### src/hdl/cdp_pkg.sv
// Shared types and constants for the checked saturating decimal parser.
// No dependencies; used by every module of the block.
`timescale 1ns / 1ps
`default_nettype none
package cdp_pkg;

   localparam int unsigned CHAR_W = 8;
   localparam int unsigned MAG_W = 31;
   localparam int unsigned VALUE_W = 32;

   // Character codes
   localparam logic [CHAR_W-1:0] CHAR_NUL = 8'h00;
   localparam logic [CHAR_W-1:0] CHAR_SPACE = 8'h20;
   localparam logic [CHAR_W-1:0] CHAR_PLUS = 8'h2B;
   localparam logic [CHAR_W-1:0] CHAR_MINUS = 8'h2D;
   localparam logic [CHAR_W-1:0] CHAR_ZERO = 8'h30;
   localparam logic [CHAR_W-1:0] CHAR_NINE = 8'h39;

   // Saturation limits: magnitude may grow to LIMIT_DIV10 * 10 + LIMIT_LAST
   localparam logic [MAG_W-1:0] LIMIT_DIV10 = 31'd214748364;
   localparam logic [3:0] LIMIT_LAST = 4'd7;
   localparam logic signed [VALUE_W-1:0] MAX_POS = 32'sh7FFF_FFFF;
   localparam logic signed [VALUE_W-1:0] MIN_NEG = 32'sh8000_0000;

   // Request held in the input stage
   typedef struct packed {
      logic step;                  // request is consumed this cycle
      logic last;                  // request is the terminating NUL
      logic [CHAR_W-1:0] character;
   } cdp_step_type;

   // Result computed by the parse core for a terminating NUL
   typedef struct packed {
      logic valid_res;
      logic signed [VALUE_W-1:0] value;
   } cdp_result_type;

endpackage
`default_nettype wire

### src/hdl/cdp_in_stage.sv
// Input register of the parser: holds one request and decides when it advances.
// Depends on cdp_pkg.
`timescale 1ns / 1ps
`default_nettype none
module cdp_in_stage (
   input  wire logic clock,
   input  wire logic reset,
   input  wire logic req_valid,
   output logic req_ready,
   input  wire logic [cdp_pkg::CHAR_W-1:0] req_character,
   input  wire logic out_free,          // result register can take a result
   output cdp_pkg::cdp_step_type stage
);

   logic vld_ff;
   logic vld_in;
   logic [cdp_pkg::CHAR_W-1:0] char_ff;
   logic last;
   logic step;
   logic load;

   assign last = (char_ff == cdp_pkg::CHAR_NUL);
   // Non-NUL characters only touch parser state; NUL needs a free result slot.
   assign step = vld_ff && (!last || out_free);
   assign req_ready = !vld_ff || step;
   assign load = req_valid && req_ready;
   assign vld_in = load || (vld_ff && !step);

   always_ff @(posedge clock) begin
      if (reset) begin
         vld_ff <= 1'b0;
      end else begin
         vld_ff <= vld_in;
      end
      if (load) begin
         char_ff <= req_character;
      end
   end

   assign stage.step = step;
   assign stage.last = last;
   assign stage.character = char_ff;

endmodule
`default_nettype wire

### src/hdl/cdp_parse_core.sv
// Parse state machine and saturating accumulator, one character per cycle whenever the input stage steps.
// Depends on cdp_pkg.
`timescale 1ns / 1ps
`default_nettype none
module cdp_parse_core (
   input  wire logic clock,
   input  wire logic reset,
   input  cdp_pkg::cdp_step_type stage,
   output cdp_pkg::cdp_result_type result
);

   typedef enum logic [2:0] {
      PH_LEAD  = 3'd0,
      PH_SIGN  = 3'd1,
      PH_DIG   = 3'd2,
      PH_TRAIL = 3'd3,
      PH_BAD   = 3'd4
   } phase_type;

   phase_type phase_ff, phase_in;
   logic negative_ff, negative_in;
   logic [cdp_pkg::MAG_W-1:0] magnitude_ff, magnitude_in;
   logic clipped_ff, clipped_in;

   logic [cdp_pkg::CHAR_W-1:0] c;
   logic is_digit, is_space, is_sign;
   logic [3:0] digit;
   logic over;
   logic [cdp_pkg::MAG_W+3:0] times10;
   logic [cdp_pkg::MAG_W-1:0] dig_mag;
   logic dig_clip;
   logic [cdp_pkg::VALUE_W-1:0] mag_ext;

   assign c = stage.character;
   assign is_digit = (c >= cdp_pkg::CHAR_ZERO) && (c <= cdp_pkg::CHAR_NINE);
   assign is_space = (c == cdp_pkg::CHAR_SPACE);
   assign is_sign = (c == cdp_pkg::CHAR_PLUS) || (c == cdp_pkg::CHAR_MINUS);
   assign digit = c[3:0];   // ASCII digits carry their value in the low nibble

   // mag*10 + d as two shifts and adds
   assign times10 = {1'b0, magnitude_ff, 3'b000} + {3'b000, magnitude_ff, 1'b0}
                    + {{(cdp_pkg::MAG_W){1'b0}}, digit};
   assign over = (magnitude_ff > cdp_pkg::LIMIT_DIV10) ||
                 ((magnitude_ff == cdp_pkg::LIMIT_DIV10) && (digit > cdp_pkg::LIMIT_LAST));

   always_comb begin
      dig_mag = magnitude_ff;
      dig_clip = clipped_ff;
      if (!clipped_ff) begin
         if (over) begin
            dig_clip = 1'b1;
         end else begin
            dig_mag = times10[cdp_pkg::MAG_W-1:0];
         end
      end
   end

   always_comb begin
      phase_in = phase_ff;
      negative_in = negative_ff;
      magnitude_in = magnitude_ff;
      clipped_in = clipped_ff;
      if (stage.step) begin
         if (stage.last) begin
            phase_in = PH_LEAD;
            negative_in = 1'b0;
            magnitude_in = '0;
            clipped_in = 1'b0;
         end else begin
            unique case (phase_ff)
               PH_LEAD: begin
                  if (is_space) begin
                     phase_in = PH_LEAD;
                  end else if (is_sign) begin
                     negative_in = (c == cdp_pkg::CHAR_MINUS);
                     phase_in = PH_SIGN;
                  end else if (is_digit) begin
                     magnitude_in = dig_mag;
                     clipped_in = dig_clip;
                     phase_in = PH_DIG;
                  end else begin
                     phase_in = PH_BAD;
                  end
               end
               PH_SIGN, PH_DIG: begin
                  if (is_digit) begin
                     magnitude_in = dig_mag;
                     clipped_in = dig_clip;
                     phase_in = PH_DIG;
                  end else if (is_space) begin
                     phase_in = PH_TRAIL;
                  end else begin
                     phase_in = PH_BAD;
                  end
               end
               PH_TRAIL: begin
                  if (!is_space) begin
                     phase_in = PH_BAD;
                  end
               end
               default: begin
                  phase_in = PH_BAD;
               end
            endcase
         end
      end
   end

   always_ff @(posedge clock) begin
      if (reset) begin
         phase_ff <= PH_LEAD;
         negative_ff <= 1'b0;
         magnitude_ff <= '0;
         clipped_ff <= 1'b0;
      end else begin
         phase_ff <= phase_in;
         negative_ff <= negative_in;
         magnitude_ff <= magnitude_in;
         clipped_ff <= clipped_in;
      end
   end

   // Result as seen by a terminating NUL arriving now
   assign mag_ext = {1'b0, magnitude_ff};
   always_comb begin
      result.valid_res = (phase_ff == PH_DIG) || (phase_ff == PH_TRAIL);
      if (clipped_ff) begin
         result.value = negative_ff ? cdp_pkg::MIN_NEG : cdp_pkg::MAX_POS;
      end else if (negative_ff) begin
         result.value = $signed(-mag_ext);
      end else begin
         result.value = $signed(mag_ext);
      end
   end

endmodule
`default_nettype wire

### src/hdl/checked_saturating_decimal_parser.sv
// Top level of the checked saturating decimal parser: input stage, parse core,
// result register. Depends on cdp_pkg, cdp_in_stage and cdp_parse_core.
//
// Usage:
//   req_* carries one character per request (valid/ready). Any number of
//   leading spaces, an optional '+' or '-', digits, then only spaces form a
//   well-formed integer (a sign then spaces too, as 0). A NUL character
//   ends the string. rsp_* carries one result per NUL: rsp_valid_res says
//   whether the string was well formed, rsp_value is the signed value
//   saturated to 32 bits. Non-NUL characters produce no response.
// Timing:
//   A request is captured in the input register and updates the parser on
//   the next edge, unless it is a NUL held by a stall; for a NUL that same
//   edge loads the response register. Throughput is one character per cycle
//   while no NUL is held; the per-character update is one multiply-by-10
//   add and compare in the parse core.
// Stall:
//   While a response waits on rsp_ready, non-NUL characters keep flowing.
//   A NUL behind an untaken response holds in the input register, and
//   req_ready drops until the response is taken.
// Reset:
//   Synchronous, active high; parser returns to leading-space state and both
//   channels empty. After each NUL the parser clears for the next string.
`timescale 1ns / 1ps
`default_nettype none
module checked_saturating_decimal_parser (
   input  wire logic clock,
   input  wire logic reset,
   input  wire logic req_valid,
   output logic req_ready,
   input  wire logic [7:0] req_character,
   output logic rsp_valid,
   input  wire logic rsp_ready,
   output logic rsp_valid_res,
   output logic signed [31:0] rsp_value
);

   cdp_pkg::cdp_step_type stage;
   cdp_pkg::cdp_result_type result;

   logic out_free;
   logic rsp_load;
   logic rsp_vld_ff, rsp_vld_in;
   logic rsp_valid_res_ff;
   logic signed [cdp_pkg::VALUE_W-1:0] rsp_value_ff;

   // result slot is free when empty or being drained this cycle
   assign out_free = !rsp_vld_ff || rsp_ready;

   cdp_in_stage u_in_stage (
      .clock         (clock),
      .reset         (reset),
      .req_valid     (req_valid),
      .req_ready     (req_ready),
      .req_character (req_character),
      .out_free      (out_free),
      .stage         (stage)
   );

   cdp_parse_core u_parse_core (
      .clock  (clock),
      .reset  (reset),
      .stage  (stage),
      .result (result)
   );

   // Response register
   assign rsp_load = stage.step && stage.last;
   assign rsp_vld_in = rsp_load || (rsp_vld_ff && !rsp_ready);

   always_ff @(posedge clock) begin
      if (reset) begin
         rsp_vld_ff <= 1'b0;
      end else begin
         rsp_vld_ff <= rsp_vld_in;
      end
      if (rsp_load) begin
         rsp_valid_res_ff <= result.valid_res;
         rsp_value_ff <= result.value;
      end
   end

   assign rsp_valid = rsp_vld_ff;
   assign rsp_valid_res = rsp_valid_res_ff;
   assign rsp_value = rsp_value_ff;

   // A consumed NUL always lands in the response register.
   a_nul_loads_rsp: assert property (@(posedge clock) disable iff (reset)
      (stage.step && stage.last) |=> rsp_vld_ff)
      else $error("terminating NUL did not produce a response");

   // A NUL never overwrites a response that is still waiting.
   a_no_overwrite: assert property (@(posedge clock) disable iff (reset)
      (rsp_vld_ff && !rsp_ready && stage.last) |-> !stage.step)
      else $error("pending response overwritten");

   // Non-NUL characters never stall on the response side.
   a_char_flows: assert property (@(posedge clock) disable iff (reset)
      (!stage.last) |-> req_ready)
      else $error("input stalled behind a non-terminating character");

endmodule
`default_nettype wire

### config.mk
export PLATFORM = sky130hd
export DESIGN_NAME = checked_saturating_decimal_parser
export DESIGN_NICKNAME = d
export VERILOG_FILES = /design/src/hdl/cdp_pkg.sv /design/src/hdl/cdp_in_stage.sv /design/src/hdl/cdp_parse_core.sv /design/src/hdl/checked_saturating_decimal_parser.sv
export SDC_FILE = /design/constraint.sdc
export NUM_CORES = 1
export LEC_CHECK = 0
export BUFFER_PORTS_ARGS = -buffer_cell sky130_fd_sc_hd__buf_2
export CORE_MARGIN = 2
export CORE_UTILIZATION = 52
export DETAILED_ROUTE_END_ITERATION = 10
export GPL_TIMING_DRIVEN = 0
export HOLD_SLACK_MARGIN = 0.08
export PLACE_DENSITY = 0.71
export SYNTH_ARGS = -nofsm -noshare
export SYNTH_HDL_FRONTEND = slang
export SYNTH_SLANG_ARGS = --single-unit
export TNS_END_PERCENT = 50
### constraint.sdc
create_clock -name clock -period 8.95 [get_ports clock]
set_input_delay 0.895 -clock clock [delete_from_list [all_inputs] [get_ports clock]]
set_output_delay 0.895 -clock clock [all_outputs]
set_load 0.05 [all_outputs]
=== Yosys cells after proc, flatten, opt, wreduce, memory -nomap -nowiden ===
Cells that the tools add are included.

* Register bits: 79
* Output and inout port bits: 35
* Logic and storage cells: 85

* $add $sub $neg: 3
* Magnitude comparators: 4
* Equality and inequality tests: 11
* Mux-type cells: 29
* Reduce and logical (&&, ||, !) cells: 29

{| class="wikitable"
|+ Operators with widths
! kind !! number
|-
| $mux W31 || 6
|-
| $mux W32 || 3
|-
| $pmux W31 S2 || 1
|-
| $neg A31 Y32 || 1
|-
| $add A31 B31 Y31 || 1
|-
| $add A31 B4 Y31 || 1
|-
| $eq A31 B28 Y1 const B || 1
|-
| $gt A31 B28 Y1 const B || 1
|-
| $eq A8 B6 Y1 const B || 3
|-
| $mux W3 || 7
|-
| $mux W1 || 10
|-
| $ne A3 B3 Y1 const B || 3
|-
| $pmux W3 S3 || 1
|-
| $ge A8 B6 Y1 const B || 1
|-
| $le A8 B6 Y1 const B || 1
|-
| $logic_not A8 Y1 || 1
|-
| $logic_or A1 B1 Y1 || 8
|-
| $reduce_and A4 Y1 || 2
|-
| $logic_and A1 B1 Y1 || 7
|-
| $eq A3 B2 Y1 const B || 2
|-
| $logic_not A1 Y1 || 5
|-
| $gt A4 B3 Y1 const B || 1
|-
| $reduce_bool A2 Y1 || 2
|-
| $eq A3 B1 Y1 const B || 1
|-
| other kinds (6) || 6
|}

=== Depth between registers and ports, before layout ===
Gate-level depths: netlist (run 1).

* Word-level depth: 10
* Gate-level depth with buffers: 14
* Mapped depth without buffers: 13

=== Cells and area by module ===
Synthesis (run 1) repeated with hierarchy kept, for this count alone.

* Cell total of the unflattened synthesis: 601
* Area total of the unflattened synthesis: 5,571.6 µm²

{| class="wikitable"
|+ By module, submodules not included
! module !! times used !! cells each !! area each (µm²) !! sequential area each (µm²)
|-
| cdp_parse_core || 1 || 539 || 4,151.5 || 720.7
|-
| checked_saturating_decimal_parser || 1 || 38 || 1,041.0 || 1,011.0
|-
| cdp_in_stage || 1 || 24 || 379.1 || 260.2
|}

=== Worst setup path after synthesis (run 1) ===
OpenSTA, ideal clock, no wires.

* Kind: register to register
* Start: register u_parse_core.magnitude_ff[0] (netlist name)
* End: register u_parse_core.magnitude_ff[25] (netlist name)
* Setup time: 117 ps
* Arrival time: 3,046 ps
* Required time: 8,833 ps
* Setup slack: 5,788 ps
* Cell stages (with the launch flop): 14
* Buffers on the path: 0
* Clock period less this slack: 3,162 ps
* Cell sequence: dfxtp_1 inv_1 fa_1 inv_1 ha_1 a211oi_1 o211ai_1 a31o_2 a41oi_1 o21ai_0 nand3_1 nand2_1 xor2_1 a22o_1

* Longest elaborated chain between the ends: 10
* Elaborated cells on any way between the ends: 13
* Those cells by class: add/sub (2); order compare (1); eq/ne (1); mux (7); reduce/logical (2)

{| class="wikitable"
|+ Ends and longest elaborated chain
! what !! RTL line !! RTL
|-
| from (decl) || cdp_parse_core.sv:22 || <nowiki>logic [cdp_pkg::MAG_W-1:0] magnitude_ff, magnitude_in;</nowiki>
|-
| from (signal assigned) || cdp_parse_core.sv:118 || <nowiki>magnitude_ff <= magnitude_in;</nowiki>
|-
| parallel branches: the longest is 3 deep, another holds $add A31 B31 Y31 || n/a ||
|-
| $mux W31 (*) || cdp_parse_core.sv:50 || <nowiki>if (over) begin</nowiki>
|-
| $mux W31 (*) || cdp_parse_core.sv:49 || <nowiki>if (!clipped_ff) begin</nowiki>
|-
| $mux W31 (*) || cdp_parse_core.sv:77, cdp_parse_core.sv:86 ||
|-
| $mux W31 || cdp_parse_core.sv:74 || <nowiki>end else if (is_sign) begin</nowiki>
|-
| $mux W31 || cdp_parse_core.sv:72 || <nowiki>if (is_space) begin</nowiki>
|-
| $pmux W31 S2 (*) || cdp_parse_core.sv:70 || <nowiki>unique case (phase_ff)</nowiki>
|-
| $mux W31 (*) || cdp_parse_core.sv:64 || <nowiki>if (stage.last) begin</nowiki>
|}

Every way passes the cells marked *. The select of a mux whose other input is x is not followed.
A chain may end at the register's enable or synchronous reset.

=== Worst setup path after layout (run 1) ===
* Start: register u_parse_core.magnitude_ff[0] (netlist name)
* End: register u_parse_core.magnitude_ff[29] (netlist name)

Same word-level chain as after synthesis.

==> impl_metrics.py, run 1 <==
metrics = {
    "critical_path": {
        "r2r_setup_slack_ns": 5.16,
        "end_kind": "register",
        "critPathRequiredTime_ns": 9.18,
        "timing.rr.start": "u_parse_core.magnitude_ff[0]",
        "slowest_stage": "fa_1",
        "reg2regPathDepth": 13,
        "crit_type": "register to register",
        "arrival_ns": 4.02,
        "reg2reg_to": "u_parse_core.magnitude_ff[29]",
        "worstPathCellList": "inv_1, fa_1, inv_1, ha_1, a211oi_1, o211ai_1, a31o_2, a41oi_1, o21ai_0, nand3_1, a41oi_1, xnor2_1, o21ai_0",
        "cp-start-kind": "register",
        "path_max_fanout": 5,
        "critPathMaxStageDelay_ns": 0.59,
    },
    "worst_hold_path": {
        "min_to": "u_parse_core.magnitude_ff[30]",
        "hold_path_depth": 1,
        "hold_path.class": "register to register",
        "hp-start": "u_parse_core.magnitude_ff[30]",
    },
    "grt": {
        "grtUsageTotal": 0.232,
        "antenna_found_initial": 0,
        "grt_max_degree": 23,
        "grt.overflow.total": 0,
        "grt_pass1_wl_um": 20900,
        "grt_pass1_vias": 4172,
    },
    "clocking": {
        "numCtsBuffers": 9,
        "clockBufferDepth": 2,
        "root_buffer": "clkbuf_8",
        "post_cts_buffers": 0,
        "cts_tree": "built",
        "cts_hold_buf": 0,
        "clkTransAtPathRegs_ns": 0.07,
        "clk_latency_ns": 0.36,
        "cts_num_sinks": 79,
        "htreeDepth": 3,
        "cts_resized": 0,
    },
    "logic_synthesis": {
        "synth_area_um2": 5470,
        "synth-edff-count": 41,
        "synthSimpleGateAreaFrac": 0.180,
        "syn_avg_cell_area_um2": 9.08,
        "synth_flop_cell": "edfxtp_1",
        "synthAdderAreaFrac": 0.138,
        "synthCells": 602,
        "syn_nets": 673,
        "synth_xor_area_frac": 0.0545,
        "yosysWarningCount": 0,
        "ys_seq_area_frac": 0.364,
        "synth_top_family_by_area": "compound AO/OA/AOI/OAI gates",
        "synthMuxAreaShare": 0.00366,
        "synth_compound_area_frac": 0.223,
        "ys_seq_elements": 79,
        "async_flop_share": 0,
        "synthDistinctLibCells": 64,
    },
    "finish": {
        "layout_commonest_cell": "ha_1",
        "antennaDiodeCount": 0,
        "final_cell_mix": "ha_1, nor2_1, o21ai_0",
        "layoutNonFillerInstCount": 800,
        "syn_to_final_growth_pct": 10.8,
        "fin_nets": 730,
        "drive_gt1_frac": 0.122,
    },
    "floorplanning": {
        "die_w_um": 107,
        "ios": 47,
        "start_util": 0.532,
        "die_h_um": 107,
        "rows": 37,
        "dieArea_um2": 11300,
        "coreArea_um2": 10300,
    },
    "sta": {
        "timing.final.crit_share": 0.424,
        "skew_ns": 0.0163,
        "slew_viol_final": 0,
        "worst_pin_slew_ns": 1.04,
        "maxClockFrequency_mhz": 264,
        "hold_viol_final": 0,
        "setup_violations": 0,
        "fin_crit_ns": 3.79,
        "rsz0062_at_grt": "no",
        "slew_headroom": 0.306,
        "tns_ns": 0,
    },
    "detailed_routing": {
        "via_count": 4697,
        "met3_length_um": 506,
        "wl_per_cell_um": 15.9,
        "drcViolationCount": 0,
        "top_layer_used": "met4",
        "dr_wl_met2_um": 5550,
        "wl_met1_um": 6510,
        "drt_iter0_markers": 238,
        "ant_nets": 0,
        "drt_pre_antenna_iters": 4,
        "viasPerCell": 5.87,
        "finalWirelength_um": 12700,
    },
    "pwr": {
        "ir_worst_vdd_v": 0.0000633,
        "p_leak_nw": 2.73,
        "p_per_area_nw_per_um2": 106,
    },
    "placed_design": {
        "io_buffers": 45,
        "gp_congestion": 0.878,
        "dpl.hpwl_um": 10100,
        "numPlacedInstances": 784,
    },
    "run_status": {
        "status": "complete, no violations",
    },
    "job": {
        "max_cap_viol_count": 0,
    },
}
==> power by group <==
part           internal (mW)  total, mW  switching, mW
registers              0.382      0.386        0.00386
logic                0.00945     0.0246         0.0151
clock network          0.114      0.233          0.119
==> state kept, by name, indices dropped and copies added (netlist names), 3 cells and up <==
signal	flops
rsp_value	32
u_in_stage.char_ff	8
u_parse_core.magnitude_ff	31
u_parse_core.phase_ff	3
==> worst max path at each step <==
stage | cells after the start | start | end
CTS | 13 | u_parse_core.magnitude_ff[0] | u_parse_core.magnitude_ff[29]
global placement | 13 | u_parse_core.magnitude_ff[0] | u_parse_core.magnitude_ff[29]
floorplan | 13 | u_parse_core.magnitude_ff[0] | u_parse_core.magnitude_ff[25]
detailed placement | 13 | u_parse_core.magnitude_ff[0] | u_parse_core.magnitude_ff[29]
global route | 13 | u_parse_core.magnitude_ff[0] | u_parse_core.magnitude_ff[29]
finish | 13 | u_parse_core.magnitude_ff[0] | u_parse_core.magnitude_ff[29]
==> critical path: cells and delay by family (launching register included) <==
| kind | cells | cell delay (ns) |
|---|---|---|
| adders and majority gates | 2 | 0.90 |
| xor gates and xnor gates | 1 | 0.18 |
| buffers and inverters | 2 | 0.21 |
| and+or+nand+nor | 1 | 0.22 |
| AOI/OAI and AO/OA | 7 | 1.72 |
| DFF | 1 | 0.45 |
==> layer usage <==
| layer | vias to the layer above | GRT usage |
|---|---|---|
| met3 | 12 | 0.0276 |
| li1 | 2386 | - |
| met5 | - | 0 |
| met4 | 0 | 0.0714 |
| met2 | 107 | 0.351 |
| met1 | 2192 | 0.347 |
==> kinds of logic after synthesis <==
group | after synthesis
flops | 79
xor+xnor | 34
compound gates | 186
fa+ha+maj | 59
mux | 2
buf+inv | 49
simple gates | 193
==> area by class of cell <==
class,instances,area [um^2]
plain buffers,26,111
repair buffers,46,240
inverters,23,86.3
clock buffers,12,155
clock inverters,4,21.3
fillers,923,4220
multi-input cells,474,3280
well taps,136,170
flip-flops and latches,79,1990
==> per-stage QoR <==
stage	instance area, um^2	utilization	worst slack (ns)	hold WS, ns	power [mW]
floorplan	5470	-	5.79	0.456	0.410
global placement	5860	0.570	5.30	0.478	0.418
detailed placement	5880	0.572	5.22	0.481	0.419
CTS	6060	0.589	5.18	0.502	0.648
global route	6060	0.589	4.97	0.513	0.668
finish	6060	0.589	5.16	0.507	0.644
==> synth_stat cells, types with 4 or more instances <==
library cell	number	area (um^2)
nand4_1	5	31.3
o311ai_0	10	87.6
o211ai_1	5	37.5
or3_1	9	56.3
edfxtp_1	41	1230
clkbuf_1	17	63.8
and3_1	5	31.3
a31oi_1	8	50.1
a21oi_1	41	205
a221o_1	5	50.1
a32o_1	4	40.0
nor4_1	4	25.0
inv_1	22	82.6
xnor2_1	15	131
a21o_1	13	97.6
o21a_1	6	45.0
nand2_1	50	188
nor2b_1	7	43.8
nor3_1	17	85.1
o21ai_0	52	260
ha_1	57	713
dfxtp_1	38	761
a22o_1	8	70.1
nor2_1	54	203
or2_2	4	25.0
nand3_1	10	50.1
a211oi_1	9	67.6
xor2_1	19	166
nand2b_1	7	43.8
Note: power is estimated with default switching activity, not from simulation.
==> run 2, diff against run 1 <==
==> constraint.sdc (replaced) <==
create_clock -name clock -period 3.5 [get_ports clock]
set_input_delay 0.35 -clock clock [delete_from_list [all_inputs] [get_ports clock]]
set_output_delay 0.35 -clock clock [all_outputs]
set_load 0.05 [all_outputs]
==> run 2 against run 1 <==
  * Via count grew 0.51%
  * Flip-flop and latch count stayed put
  * Core utilization up 0.47 points
  * Largest power group unchanged
==> impl_metrics.py, run 2 (synthesis gave the netlist of run 1 again) <==
metrics = {
    "worst_hold_path": {
        "hold_path.class": "input port to register",
        "min_to": "u_in_stage.char_ff[5]",
        "hold_path_depth": 1,
        "hp-start": "req_character[5]",
    },
    "clocking": {
        "cts_tree": "built",
        "cts_num_sinks": 79,
        "htreeDepth": 3,
        "clk_latency_ns": 0.36,
        "post_cts_buffers": 0,
        "clkTransAtPathRegs_ns": 0.08,
        "cts_hold_buf": 0,
        "root_buffer": "clkbuf_8",
        "numCtsBuffers": 9,
        "clockBufferDepth": 2,
    },
    "job": {
        "max_cap_viol_count": 0,
    },
    "floorplanning": {
        "die_w_um": 107,
        "rows": 37,
        "coreArea_um2": 10300,
        "dieArea_um2": 11300,
        "start_util": 0.532,
        "die_h_um": 107,
        "ios": 47,
    },
    "critical_path": {
        "timing.rr.start": "u_parse_core.magnitude_ff[2]",
        "arrival_ns": 3.59,
        "critPathMaxStageDelay_ns": 0.50,
        "reg2reg_to": "u_parse_core.magnitude_ff[28]",
        "cp-start-kind": "register",
        "r2r_setup_slack_ns": 0.16,
        "end_kind": "register",
        "worstPathCellList": "buf_6, inv_1, fa_1, fa_1, nand2b_1, a21o_1, a21o_1, a21o_1, a21oi_4, o21ai_1, a31oi_1, xor2_1, a22o_1",
        "cp_common_cell": "a21o_1",
        "slowest_stage": "fa_1",
        "critPathRequiredTime_ns": 3.75,
        "reg2regPathDepth": 13,
        "crit_buf_inv": 2,
        "path_max_fanout": 9,
        "crit_family": "compound AO/OA/AOI/OAI gates",
        "crit_type": "register to register",
    },
    "sta": {
        "rsz0062_at_grt": "no",
        "maxClockFrequency_mhz": 299,
        "hold_viol_final": 0,
        "timing.final.crit_share": 0.954,
        "setup_violations": 0,
        "worst_pin_slew_ns": 1.05,
        "fin_crit_ns": 3.34,
        "slew_headroom": 0.296,
        "skew_ns": 0.0153,
        "slew_viol_final": 0,
        "fin_ws_ns": 0.161,
    },
    "pwr": {
        "ir_worst_vdd_v": 0.000161,
        "p_per_area_nw_per_um2": 270,
        "p_leak_nw": 2.74,
    },
    "grt": {
        "grt_max_degree": 23,
        "antenna_found_initial": 0,
        "grtUsageTotal": 0.233,
        "grt_pass1_wl_um": 21000,
        "grt.overflow.total": 0,
        "grt_pass1_vias": 4201,
    },
    "placed_design": {
        "dpl_cell_area_um2": 5880,
        "io_buffers": 45,
        "pre_cts_slack_ns": -0.230,
        "dpl.hpwl_um": 10100,
        "gp_congestion": 0.878,
    },
    "detailed_routing": {
        "wl_per_cell_um": 16.0,
        "finalWirelength_um": 12800,
        "drt_pre_antenna_iters": 5,
        "viasPerCell": 5.90,
        "ant_nets": 0,
        "drt_iter0_markers": 242,
        "drcViolationCount": 0,
        "via_count": 4721,
    },
    "finish": {
        "largest_reg_flops": 32,
        "final_util": 0.594,
        "final_cell_mix": "ha_1, nor2_1, nand2_1, o21ai_0, buf_2",
        "multi_input_area_um2": 3330,
        "layout_commonest_cell": "ha_1",
        "drive_gt1_frac": 0.136,
        "fin_area_um2": 6100,
        "regArea_um2": 1990,
        "syn_to_final_growth_pct": 11.7,
        "nFillCells": 915,
        "antennaDiodeCount": 0,
        "fin_nets": 730,
    },
    "run_status": {
        "status": "complete, no violations",
    },
}
[run 2: repair_timing]
action                     4_1_cts  5_1_grt
resized for setup                8        4
gates cloned                     0        0
setup endpoints to repair        7        6
pin swaps                        1        4
[run 2: metal layers]
layer / track usage / up-vias / routed length (um)
met5: 0 / - / 0
met4: 0.0714 / 0 / 168
met3: 0.0276 / 11 / 565
met2: 0.353 / 127 / 5640
met1: 0.349 / 2200 / 6430
li1: - / 2383 / -
[run 2: worst max path at each step]
stage / to / cells past startpoint / slack (ns) / startpoint
floorplan: u_parse_core.magnitude_ff[25] / 13 / 0.34 / u_parse_core.magnitude_ff[0]
global placement: u_parse_core.magnitude_ff[29] / 13 / -0.15 / u_parse_core.magnitude_ff[0]
detailed placement: u_parse_core.magnitude_ff[29] / 13 / -0.23 / u_parse_core.magnitude_ff[0]
CTS: u_parse_core.magnitude_ff[25] / 14 / 0.03 / u_parse_core.magnitude_ff[2]
global route: u_parse_core.magnitude_ff[22] / 9 / 0.02 / u_parse_core.magnitude_ff[0]
finish: u_parse_core.magnitude_ff[28] / 13 / 0.16 / u_parse_core.magnitude_ff[2]
[run 2: worst register-to-register path, cell delays in order, from the launching register on]
cell,delay (ns)
dfxtp_2,0.35
buf_6,0.14
inv_1,0.06
fa_1,0.50
fa_1,0.47
nand2b_1,0.20
a21o_1,0.21
a21o_1,0.17
a21o_1,0.21
a21oi_4,0.18
o21ai_1,0.14
a31oi_1,0.28
xor2_1,0.12
a22o_1,0.21
[run 2: per-stage QoR]
stage               TNS [ns]  hold WS, ns  power [mW]  instances
finish                     0        0.162        1.65        800
detailed placement    -0.786        0.481        1.07        784
global placement      -0.494        0.478        1.07        783
floorplan                  0        0.449        1.05        602
CTS                        0        0.149        1.66        800
global route               0        0.150        1.71        800
[run 2: power breakdown]
part / switching, mW / internal (mW)
registers: 0.00979 / 0.978
clock network: 0.304 / 0.291
logic: 0.0389 / 0.0243
total: 0.353 / 1.29
[run 2: layout make-up]
class,instances,area share
Multi-Input combinational cell,474,0.545
Timing Repair Buffer,46,0.0394
Clock buffer,12,0.0254
Buffer,26,0.0182
Clock inverter,4,0.00348
Tap cell,136,0.0279
Inverter,23,0.0141
Sequential cell,79,0.327
